===== src/design/rcm_pkg.sv =====
package rcm_pkg;

   localparam int CHANNEL_BITS_DEFAULT = 16;

   localparam int INDEX_BITS = 16;
   localparam int COUNT_BITS = 15;
   // longest segment is 32767 / 5 = 6553
   localparam int SEG_BITS   = 13;

   localparam int CSR_ADDR_BITS = 3;
   localparam int CSR_DATA_BITS = 32;

   localparam logic [COUNT_BITS-1:0] COUNT_RESET = COUNT_BITS'(5);

   // floor(x / 5) == (x * 26215) >> 17 for every 15-bit x
   localparam int              DIV5_SHIFT = 17;
   localparam logic [14:0]     DIV5_MULT  = 15'd26215;

   typedef enum logic [2:0] {
      SEG_RED_YELLOW  = 3'd0,
      SEG_YELLOW_GREEN = 3'd1,
      SEG_GREEN_CYAN  = 3'd2,
      SEG_CYAN_BLUE   = 3'd3,
      SEG_BLUE_MAGENTA = 3'd4
   } seg_type;

   typedef struct packed {
      seg_type seg;
      logic    bad;
   } rcm_tag_type;

   typedef struct packed {
      logic [COUNT_BITS-1:0] total;
      logic [SEG_BITS-1:0]   seglen;
      logic                  div_ok;
   } rcm_cfg_type;

endpackage


===== src/design/rcm_csr.sv =====
module rcm_csr
   import rcm_pkg::*;
(
   input  logic                     clock,
   input  logic                     reset,
   input  logic                     csr_psel,
   input  logic                     csr_penable,
   input  logic                     csr_pwrite,
   input  logic [CSR_ADDR_BITS-1:0] csr_paddr,
   input  logic [CSR_DATA_BITS-1:0] csr_pwdata,
   output logic [CSR_DATA_BITS-1:0] csr_prdata,
   output logic                     csr_pready,
   output rcm_cfg_type              cfg
);

   rcm_cfg_type             cfg_ff;
   rcm_cfg_type             cfg_in;
   logic                    wr_en;
   logic [COUNT_BITS-1:0]   wr_count;
   logic [29:0]             prod;
   logic [5:0]              nib_sum;

   // 16 = 1 mod 5, so the nibble sum keeps the residue
   function automatic logic mult_of_five(input logic [5:0] val);
      logic hit;
      hit = 1'b0;
      for (int k = 0; k <= 12; k++) begin
         if (val == 6'(5 * k)) hit = 1'b1;
      end
      return hit;
   endfunction

   assign wr_en    = csr_psel && csr_penable && csr_pwrite && !csr_paddr[2];
   assign wr_count = csr_pwdata[COUNT_BITS-1:0];
   assign prod     = 30'(wr_count) * 30'(DIV5_MULT);
   assign nib_sum  = 6'(wr_count[3:0]) + 6'(wr_count[7:4]) + 6'(wr_count[11:8])
                   + 6'(wr_count[14:12]);

   always_comb begin
      cfg_in        = cfg_ff;
      cfg_in.total  = wr_count;
      cfg_in.seglen = prod[DIV5_SHIFT +: SEG_BITS];
      cfg_in.div_ok = mult_of_five(nib_sum);
   end

   always_ff @(posedge clock) begin
      if (reset) begin
         cfg_ff.total  <= COUNT_RESET;
         cfg_ff.seglen <= SEG_BITS'(1);
         cfg_ff.div_ok <= 1'b1;
      end else if (wr_en) begin
         cfg_ff <= cfg_in;
      end
   end

   assign cfg        = cfg_ff;
   assign csr_pready = 1'b1;
   assign csr_prdata = csr_paddr[2] ? '0 : CSR_DATA_BITS'(cfg_ff.total);

endmodule


===== src/design/rcm_front.sv =====
module rcm_front
   import rcm_pkg::*;
#(
   parameter int CHANNEL_BITS = CHANNEL_BITS_DEFAULT
)
(
   input  logic                    clock,
   input  logic                    reset,
   input  logic                    advance,
   input  rcm_cfg_type             cfg,
   input  logic                    in_valid,
   input  logic [INDEX_BITS-1:0]   in_index,
   output logic                    out_valid,
   output logic [SEG_BITS-1:0]     out_rem,
   output logic [CHANNEL_BITS-1:0] out_word,
   output rcm_tag_type             out_tag
);

   logic [COUNT_BITS-1:0]   raw;
   logic [COUNT_BITS-1:0]   m1, m2, m3, m4;
   logic                    ge1, ge2, ge3, ge4;
   logic [COUNT_BITS-1:0]   mult_in;
   rcm_tag_type             tag_in;

   logic                    v1_ff;
   logic [COUNT_BITS-1:0]   raw_ff;
   logic [COUNT_BITS-1:0]   mult_ff;
   rcm_tag_type             tag1_ff;

   logic [COUNT_BITS-1:0]   pos_m1;
   logic [COUNT_BITS-1:0]   pos_hi;
   logic [SEG_BITS-1:0]     rem_in;
   logic [CHANNEL_BITS-1:0] word_in;

   logic                    v2_ff;
   logic [SEG_BITS-1:0]     rem_ff;
   logic [CHANNEL_BITS-1:0] word_ff;
   rcm_tag_type             tag2_ff;

   // first cell: segment boundaries
   assign raw = in_index[COUNT_BITS-1:0];
   assign m1  = COUNT_BITS'(cfg.seglen);
   assign m2  = COUNT_BITS'({cfg.seglen, 1'b0});
   assign m3  = m1 + m2;
   assign m4  = COUNT_BITS'({cfg.seglen, 2'b00});
   assign ge1 = raw >= m1;
   assign ge2 = raw >= m2;
   assign ge3 = raw >= m3;
   assign ge4 = raw >= m4;

   always_comb begin
      tag_in.bad = in_index[INDEX_BITS-1] || (raw >= cfg.total) || !cfg.div_ok;
      priority if (ge4) begin
         tag_in.seg = SEG_BLUE_MAGENTA;
         mult_in    = m4;
      end else if (ge3) begin
         tag_in.seg = SEG_CYAN_BLUE;
         mult_in    = m3;
      end else if (ge2) begin
         tag_in.seg = SEG_GREEN_CYAN;
         mult_in    = m2;
      end else if (ge1) begin
         tag_in.seg = SEG_YELLOW_GREEN;
         mult_in    = m1;
      end else begin
         tag_in.seg = SEG_RED_YELLOW;
         mult_in    = '0;
      end
   end

   always_ff @(posedge clock) begin
      if (reset) begin
         v1_ff <= 1'b0;
      end else if (advance) begin
         v1_ff <= in_valid;
      end
   end

   always_ff @(posedge clock) begin
      if (advance) begin
         raw_ff  <= raw;
         mult_ff <= mult_in;
         tag1_ff <= tag_in;
      end
   end

   // second cell: dividend pos * (2^n - 1) split into high part floor(./2^n) and low part -pos
   // the high part is pos - ceil(pos / 2^n), which is pos-1 for wide channels
   assign pos_m1  = raw_ff + ~mult_ff;
   assign pos_hi  = pos_m1 - (pos_m1 >> CHANNEL_BITS);
   assign rem_in  = (raw_ff == mult_ff) ? '0 : pos_hi[SEG_BITS-1:0];
   assign word_in = CHANNEL_BITS'(mult_ff) - CHANNEL_BITS'(raw_ff);

   always_ff @(posedge clock) begin
      if (reset) begin
         v2_ff <= 1'b0;
      end else if (advance) begin
         v2_ff <= v1_ff;
      end
   end

   always_ff @(posedge clock) begin
      if (advance) begin
         rem_ff  <= rem_in;
         word_ff <= word_in;
         tag2_ff <= tag1_ff;
      end
   end

   assign out_valid = v2_ff;
   assign out_rem   = rem_ff;
   assign out_word  = word_ff;
   assign out_tag   = tag2_ff;

endmodule


===== src/design/rcm_div_cell.sv =====
module rcm_div_cell
   import rcm_pkg::*;
#(
   parameter int CHANNEL_BITS = CHANNEL_BITS_DEFAULT
)
(
   input  logic                    clock,
   input  logic                    reset,
   input  logic                    advance,
   input  logic [SEG_BITS-1:0]     seglen,
   input  logic                    in_valid,
   input  logic [SEG_BITS-1:0]     in_rem,
   input  logic [CHANNEL_BITS-1:0] in_word,
   input  rcm_tag_type             in_tag,
   output logic                    out_valid,
   output logic [SEG_BITS-1:0]     out_rem,
   output logic [CHANNEL_BITS-1:0] out_word,
   output rcm_tag_type             out_tag
);

   logic [SEG_BITS:0]       rem_shift;
   logic [SEG_BITS:0]       rem_diff;
   logic                    fits;
   logic [SEG_BITS-1:0]     rem_in;
   logic [CHANNEL_BITS-1:0] word_in;

   logic                    valid_ff;
   logic [SEG_BITS-1:0]     rem_ff;
   logic [CHANNEL_BITS-1:0] word_ff;
   rcm_tag_type             tag_ff;

   // one restoring step: dividend bits leave the top of the word, quotient bits enter below
   assign rem_shift = {in_rem, in_word[CHANNEL_BITS-1]};
   assign rem_diff  = rem_shift - {1'b0, seglen};
   assign fits      = rem_shift >= {1'b0, seglen};
   assign rem_in    = fits ? rem_diff[SEG_BITS-1:0] : rem_shift[SEG_BITS-1:0];
   assign word_in   = {in_word[CHANNEL_BITS-2:0], fits};

   always_ff @(posedge clock) begin
      if (reset) begin
         valid_ff <= 1'b0;
      end else if (advance) begin
         valid_ff <= in_valid;
      end
   end

   always_ff @(posedge clock) begin
      if (advance) begin
         rem_ff  <= rem_in;
         word_ff <= word_in;
         tag_ff  <= in_tag;
      end
   end

   assign out_valid = valid_ff;
   assign out_rem   = rem_ff;
   assign out_word  = word_ff;
   assign out_tag   = tag_ff;

endmodule


===== src/design/rcm_out.sv =====
module rcm_out
   import rcm_pkg::*;
#(
   parameter int CHANNEL_BITS = CHANNEL_BITS_DEFAULT
)
(
   input  logic                    clock,
   input  logic                    reset,
   output logic                    advance,
   input  logic                    in_valid,
   input  logic [CHANNEL_BITS-1:0] in_ramp,
   input  rcm_tag_type             in_tag,
   output logic                    rsp_valid,
   input  logic                    rsp_stall,
   output logic [CHANNEL_BITS-1:0] rsp_red,
   output logic [CHANNEL_BITS-1:0] rsp_green,
   output logic [CHANNEL_BITS-1:0] rsp_blue,
   output logic                    rsp_bad_request
);

   localparam logic [CHANNEL_BITS-1:0] FULL = '1;

   logic [CHANNEL_BITS-1:0] up, down;
   logic [CHANNEL_BITS-1:0] red_in, green_in, blue_in;

   logic                    rsp_valid_ff;
   logic                    skid_valid_ff;
   logic                    load_rsp, load_skid, move_skid;
   logic [CHANNEL_BITS-1:0] red_ff, green_ff, blue_ff;
   logic                    bad_ff;
   logic [CHANNEL_BITS-1:0] skid_red_ff, skid_green_ff, skid_blue_ff;
   logic                    skid_bad_ff;

   assign up   = in_ramp;
   assign down = ~in_ramp;

   always_comb begin
      red_in   = '0;
      green_in = '0;
      blue_in  = '0;
      if (!in_tag.bad) begin
         unique case (in_tag.seg)
            SEG_RED_YELLOW: begin
               red_in   = FULL;
               green_in = up;
            end
            SEG_YELLOW_GREEN: begin
               red_in   = down;
               green_in = FULL;
            end
            SEG_GREEN_CYAN: begin
               green_in = FULL;
               blue_in  = up;
            end
            SEG_CYAN_BLUE: begin
               green_in = down;
               blue_in  = FULL;
            end
            default: begin
               red_in  = up;
               blue_in = FULL;
            end
         endcase
      end
   end

   assign advance   = !skid_valid_ff;
   assign move_skid = skid_valid_ff && !rsp_stall;
   assign load_rsp  = !skid_valid_ff && in_valid && (!rsp_valid_ff || !rsp_stall);
   assign load_skid = !skid_valid_ff && in_valid && rsp_valid_ff && rsp_stall;

   always_ff @(posedge clock) begin
      if (reset) begin
         rsp_valid_ff  <= 1'b0;
         skid_valid_ff <= 1'b0;
      end else begin
         if (move_skid) begin
            skid_valid_ff <= 1'b0;
         end else if (load_skid) begin
            skid_valid_ff <= 1'b1;
         end
         if (load_rsp) begin
            rsp_valid_ff <= 1'b1;
         end else if (!skid_valid_ff && !rsp_stall) begin
            rsp_valid_ff <= 1'b0;
         end
      end
   end

   always_ff @(posedge clock) begin
      if (move_skid) begin
         red_ff   <= skid_red_ff;
         green_ff <= skid_green_ff;
         blue_ff  <= skid_blue_ff;
         bad_ff   <= skid_bad_ff;
      end else if (load_rsp) begin
         red_ff   <= red_in;
         green_ff <= green_in;
         blue_ff  <= blue_in;
         bad_ff   <= in_tag.bad;
      end
      if (load_skid) begin
         skid_red_ff   <= red_in;
         skid_green_ff <= green_in;
         skid_blue_ff  <= blue_in;
         skid_bad_ff   <= in_tag.bad;
      end
   end

   assign rsp_valid       = rsp_valid_ff;
   assign rsp_red         = red_ff;
   assign rsp_green       = green_ff;
   assign rsp_blue        = blue_ff;
   assign rsp_bad_request = bad_ff;

endmodule


===== src/design/rainbow_colormap.sv =====
// Five-segment rainbow colormap (red, yellow, green, cyan, blue, magenta). One request is taken
// every clock while req_stall is low, and each produces one response: the front cells find the
// segment and the offset within it, then a row of CHANNEL_BITS divider cells forms the ramp
// floor(pos * (2^CHANNEL_BITS - 1) / seglen) one quotient bit per cell, and a last register
// holds the color. A two-entry output buffer lets a new request in while a response waits;
// req_stall rises only once that buffer is full. The color count sits at byte address 0 of the
// register port, resets to 5 and must be a multiple of five; otherwise, or for an index outside
// 0 to count-1, bad_request is set and all channels read zero. Write it only while idle.
module rainbow_colormap
   import rcm_pkg::*;
#(
   parameter int CHANNEL_BITS = CHANNEL_BITS_DEFAULT
)
(
   input  logic                     clock,
   input  logic                     reset,
   input  logic                     csr_psel,
   input  logic                     csr_penable,
   input  logic                     csr_pwrite,
   input  logic [CSR_ADDR_BITS-1:0] csr_paddr,
   input  logic [CSR_DATA_BITS-1:0] csr_pwdata,
   output logic [CSR_DATA_BITS-1:0] csr_prdata,
   output logic                     csr_pready,
   input  logic                     req_valid,
   output logic                     req_stall,
   input  logic [INDEX_BITS-1:0]    req_color_index,
   output logic                     rsp_valid,
   input  logic                     rsp_stall,
   output logic [CHANNEL_BITS-1:0]  rsp_red,
   output logic [CHANNEL_BITS-1:0]  rsp_green,
   output logic [CHANNEL_BITS-1:0]  rsp_blue,
   output logic                     rsp_bad_request
);

   rcm_cfg_type             cfg;
   logic                    advance;

   logic                    cell_valid [0:CHANNEL_BITS];
   logic [SEG_BITS-1:0]     cell_rem   [0:CHANNEL_BITS];
   logic [CHANNEL_BITS-1:0] cell_word  [0:CHANNEL_BITS];
   rcm_tag_type             cell_tag   [0:CHANNEL_BITS];

   assign req_stall = !advance;

   rcm_csr u_csr (
      .clock       (clock),
      .reset       (reset),
      .csr_psel    (csr_psel),
      .csr_penable (csr_penable),
      .csr_pwrite  (csr_pwrite),
      .csr_paddr   (csr_paddr),
      .csr_pwdata  (csr_pwdata),
      .csr_prdata  (csr_prdata),
      .csr_pready  (csr_pready),
      .cfg         (cfg)
   );

   rcm_front #(
      .CHANNEL_BITS (CHANNEL_BITS)
   ) u_front (
      .clock     (clock),
      .reset     (reset),
      .advance   (advance),
      .cfg       (cfg),
      .in_valid  (req_valid),
      .in_index  (req_color_index),
      .out_valid (cell_valid[0]),
      .out_rem   (cell_rem[0]),
      .out_word  (cell_word[0]),
      .out_tag   (cell_tag[0])
   );

   for (genvar i = 0; i < CHANNEL_BITS; i++) begin : g_cell
      rcm_div_cell #(
         .CHANNEL_BITS (CHANNEL_BITS)
      ) u_cell (
         .clock     (clock),
         .reset     (reset),
         .advance   (advance),
         .seglen    (cfg.seglen),
         .in_valid  (cell_valid[i]),
         .in_rem    (cell_rem[i]),
         .in_word   (cell_word[i]),
         .in_tag    (cell_tag[i]),
         .out_valid (cell_valid[i+1]),
         .out_rem   (cell_rem[i+1]),
         .out_word  (cell_word[i+1]),
         .out_tag   (cell_tag[i+1])
      );
   end

   rcm_out #(
      .CHANNEL_BITS (CHANNEL_BITS)
   ) u_out (
      .clock           (clock),
      .reset           (reset),
      .advance         (advance),
      .in_valid        (cell_valid[CHANNEL_BITS]),
      .in_ramp         (cell_word[CHANNEL_BITS]),
      .in_tag          (cell_tag[CHANNEL_BITS]),
      .rsp_valid       (rsp_valid),
      .rsp_stall       (rsp_stall),
      .rsp_red         (rsp_red),
      .rsp_green       (rsp_green),
      .rsp_blue        (rsp_blue),
      .rsp_bad_request (rsp_bad_request)
   );

endmodule

===== config.mk =====
export PLATFORM = sky130hd
export DESIGN_NAME = rainbow_colormap
export DESIGN_NICKNAME = d
export VERILOG_FILES = /design/src/design/rcm_pkg.sv /design/src/design/rcm_csr.sv /design/src/design/rcm_front.sv /design/src/design/rcm_div_cell.sv /design/src/design/rcm_out.sv /design/src/design/rainbow_colormap.sv
export SDC_FILE = /design/constraint.sdc
export NUM_CORES = 2
export LEC_CHECK = 0
export BUFFER_PORTS_ARGS = -buffer_cell sky130_fd_sc_hd__buf_2
export CAP_MARGIN = 30
export CORE_MARGIN = 5
export CORE_UTILIZATION = 52
export CTS_CLUSTER_DIAMETER = 100
export DETAILED_ROUTE_END_ITERATION = 10
export MAX_ROUTING_LAYER = met4
export PLACE_DENSITY = 0.67
export SKIP_LAST_GASP = 1
export SYNTH_ARGS = -nofsm -noshare
export SYNTH_HDL_FRONTEND = slang
export SYNTH_HIERARCHICAL = 1
export SYNTH_SLANG_ARGS = --single-unit

===== constraint.sdc =====
create_clock -name clock -period 30.7 [get_ports clock]
set_clock_uncertainty 0.15 [all_clocks]
set_input_delay 0 -clock clock [delete_from_list [all_inputs] [get_ports clock]]
set_output_delay 0 -clock clock [all_outputs]
set_load 0.1 [all_outputs]

==> results by stage <==
Status:
- The flow ran to the end, and the final reports show no timing, DRC or antenna violations.

Placed design:
- In this run the tool buffered the top-level ports with 104 buffer cells.
- The final weighted congestion of routability-driven global placement is 0.869.
- The HPWL after detailed placement is 64500 um.

STA:
- Headroom to the max-slew limit came out at 32.8%.
- The worst-margin pin slew is 1.01 ns.
- The final count of pins violating max slew is 0.
- The clock period minus final worst setup slack is 5.73 ns.
- Timing would allow up to 0.175 GHz.
- The total setup violations reported at the end of the flow is 0.
- Setup repair after global routing left no endpoint under its margin.
- The post-route clock period utilization is 18.7%.
- After routing, the total negative slack on setup checks comes to 0 ns.
- The final number of hold-violating endpoints is 0.

Critical path:
- The most numerous cell type found on the critical path is sky130_fd_sc_hd__fa_1.
- For this run, the slowest stage of the critical path takes 0.56 ns.
- Counting cells, the worst reg-to-reg path comes to 5.
- In this run the worst path has a maximum fanout of 8.
- Together, buffers and inverters on the worst path number 6.
- In this run the critical register-to-register path is captured at u_front/out_rem[8].
- Walking the worst path, the cells encountered are dlygate4sd3_1 -> buf_2 -> ha_1 -> inv_1 -> fa_1 -> inv_1 -> fa_1 -> fa_1 -> fa_1 -> inv_1 -> fa_1 -> inv_1 -> ha_1 -> a21oi_1 -> o21ai_1 -> a32oi_2 -> nand3_1 -> a311oi_1 -> xnor2_1 -> nand2_1 -> a21oi_1.
- The critical path launch point type is a primary input.
- The slowest cell on the critical path is sky130_fd_sc_hd__fa_1.
- The type of the worst setup path is primary input to flip-flop.
- For the worst setup path, the data arrival time is 6.14 ns.
- The critical path runs through a total of 21 cells.
- The start point of the critical path is csr_pwdata[0].
- The capture point of the critical path is u_csr/cfg[8].
- The category of the worst setup path capture point is a flip-flop.
- The startpoint identified for the worst register-to-register timing path is u_out/skid_valid_ff.
- The family of cells with the greatest summed delay on the critical path is adder cells.
- STA puts the critical path data required time at 31.11 ns.
- The setup slack of the most critical reg-to-reg path is 25.85 ns.

Routing:
- In the routed design, unresolved DRC markers number 0.
- The final antenna-violating net count is 0.
- For this block, the routed nets add up to 93600 um of wire.
- The via density per instance is 5.49.
- The routed layout has 28790 vias.
- The detailed router's first-iteration violation count is 1728.
- The average wire per cell in the routed design is 17.9 um.
- The first-pass iteration count of the detailed router is 7.

Die:
- Once the floorplan was initialized, standard cells occupied 52.3% of the core.
- The chip width is 305 um.
- From bottom edge to top edge, the die measures 305 um.
- The die covers 0.0931 mm2.
- During I/O placement, the number of pins put on the boundary was 142.
- After floorplanning, the core was sized to cover 0.0866 mm2.
- The floorplan has 108 rows.

Global routing:
- The number of antenna violations at the first check in global routing came to 0.
- The combined global-route utilization of all metal layers is 20.5%.
- The global route total overflow is 0.
- The largest net degree at the start of global routing is 180.
- The global-route wire length before repair is 151000 um.
- The via count of the first global-routing pass is 28599.

Synthesis:
- For this run, the number of Yosys warnings is 6.
- The cell area that synthesis handed to floorplanning was 0.0453 mm2.
- The post-synthesis area per instance is 11.9 um2.
- Synthesis produced 3815 cells.

Clocking:
- Counting along the longest clock path gives a buffer depth of 3.
- The clock tree from TritonCTS is built.
- Buffers inserted during clock tree synthesis total 80.
- The clock-pin transition on the worst setup and hold timing paths is 0.05 ns.
- Counting every sink on the clock net gives 729.
- Clock tree synthesis selected as its root buffer the cell sky130_fd_sc_hd__clkbuf_16.
- The source-to-sink clock delay at the later pin of the worst-skew pair is 0.63 ns.
- The H-tree was split into 3 levels.

Power and ir drop:
- The peak supply drop is 0.0649 mV.
- The net switching share of the total power is 36.6%.
- The design internal power is 3530 uW.
- The analysis attributes to cell leakage a power of 0.0202 uW.
- Registers are responsible for 30.8% of the overall power.
- The clock network is responsible for 17.8% of the overall power.
- Combinational logic burns 51.4% of the power.
- The design draws 5570 uW.
- In this run the power density over the cells is 111 mW/mm2.
- The reported net switching power is 2040 uW.

Hold path:
- The path type of the worst min-delay path is primary input to flip-flop.
- The worst hold path passes through 2 cells.

Finish:
- The final antenna diode count is 0.
- The library cell used most frequently in the layout, excluding fill and tap cells, is sky130_fd_sc_hd__edfxtp_1.
- The end-of-flow core utilization is 58.0%.
- Leaving out fill and tap cells, the most frequent cells in the layout are 680 x sky130_fd_sc_hd__edfxtp_1, 467 x sky130_fd_sc_hd__inv_1, 442 x sky130_fd_sc_hd__ha_1, 226 x sky130_fd_sc_hd__nor2_1, 197 x sky130_fd_sc_hd__a21oi_1.
- The relative area change from synthesis to final layout is 10.9%.
- The final net count is 4625.
- In the final layout, the share of cells above drive strength 1 is 13.7%.

Flow run:
- Max-cap violations in this run came to 0.
==> routing by layer <==
metal  part of all wire [%]  GRT usage [%]
met4                    3.5           6.80
met5                      0              -
met3                    4.1           2.87
met2                     49           34.9
met1                     43           25.5
==> cell type report <==
cell class	count	area (um2)
Inverter	469	1770
Clock inverter	49	628
Timing Repair Buffer	198	1470
Clock buffer	98	2090
Sequential cell	729	21400
Multi-Input combinational cell	2547	21400
Fill cell	7175	36400
Tap cell	1155	1450
==> power by group through the flow <==
stage / Sequential, uW / Combinational (uW) / Clock [uW]
global route: 1750 / 3180 / 1060
floorplan: 1680 / 2350 / 0
finish: 1720 / 2860 / 991
detailed placement: 1740 / 2820 / 0
global placement: 1730 / 2780 / 0
CTS: 1720 / 2850 / 1020
==> registers in the layout (all words and copies together), names as in the netlist, 29 cells and up <==
| name | cells |
|---|---|
| g_cell.u_cell/out_word | 256 |
| u_csr/cfg | 29 |
| g_cell.u_cell/out_tag | 64 |
| g_cell.u_cell/out_rem | 195 |
==> stage by stage <==
step           hold slack (ns)  setup slack, ns  instance area (um2)  cells
6_report                0.0634            24.97                50200   5245
2_1_floorplan          -0.0809            13.01                45300   3831
3_5_place_dp            0.0985            24.99                46900   5034
5_1_grt                 0.0388            24.68                50200   5245
4_1_cts                0.00316            25.10                50200   5244
3_3_place_gp            0.0874            24.95                46800   5030
==> what timing repair did <==
action                                 CTS  global route
hold buffers                            63             0
gates resized for setup                  0             0
setup buffers                            0             0
endpoints found under the hold margin   88             0
==> worst min-delay path by stage <==
stage	from	end	slack, ns
after CTS	req_color_index[1]	u_front/raw_ff[1]	0.003
after floorplan	reset	u_out/skid_valid_ff	-0.08
after global routing	req_color_index[6]	u_front/raw_ff[6]	0.04
final	req_color_index[1]	u_front/raw_ff[1]	0.06
after detailed placement	req_valid	u_front/v1_ff	0.1
after global placement	req_valid	u_front/v1_ff	0.09
Power figures use the tool's default switching activity.
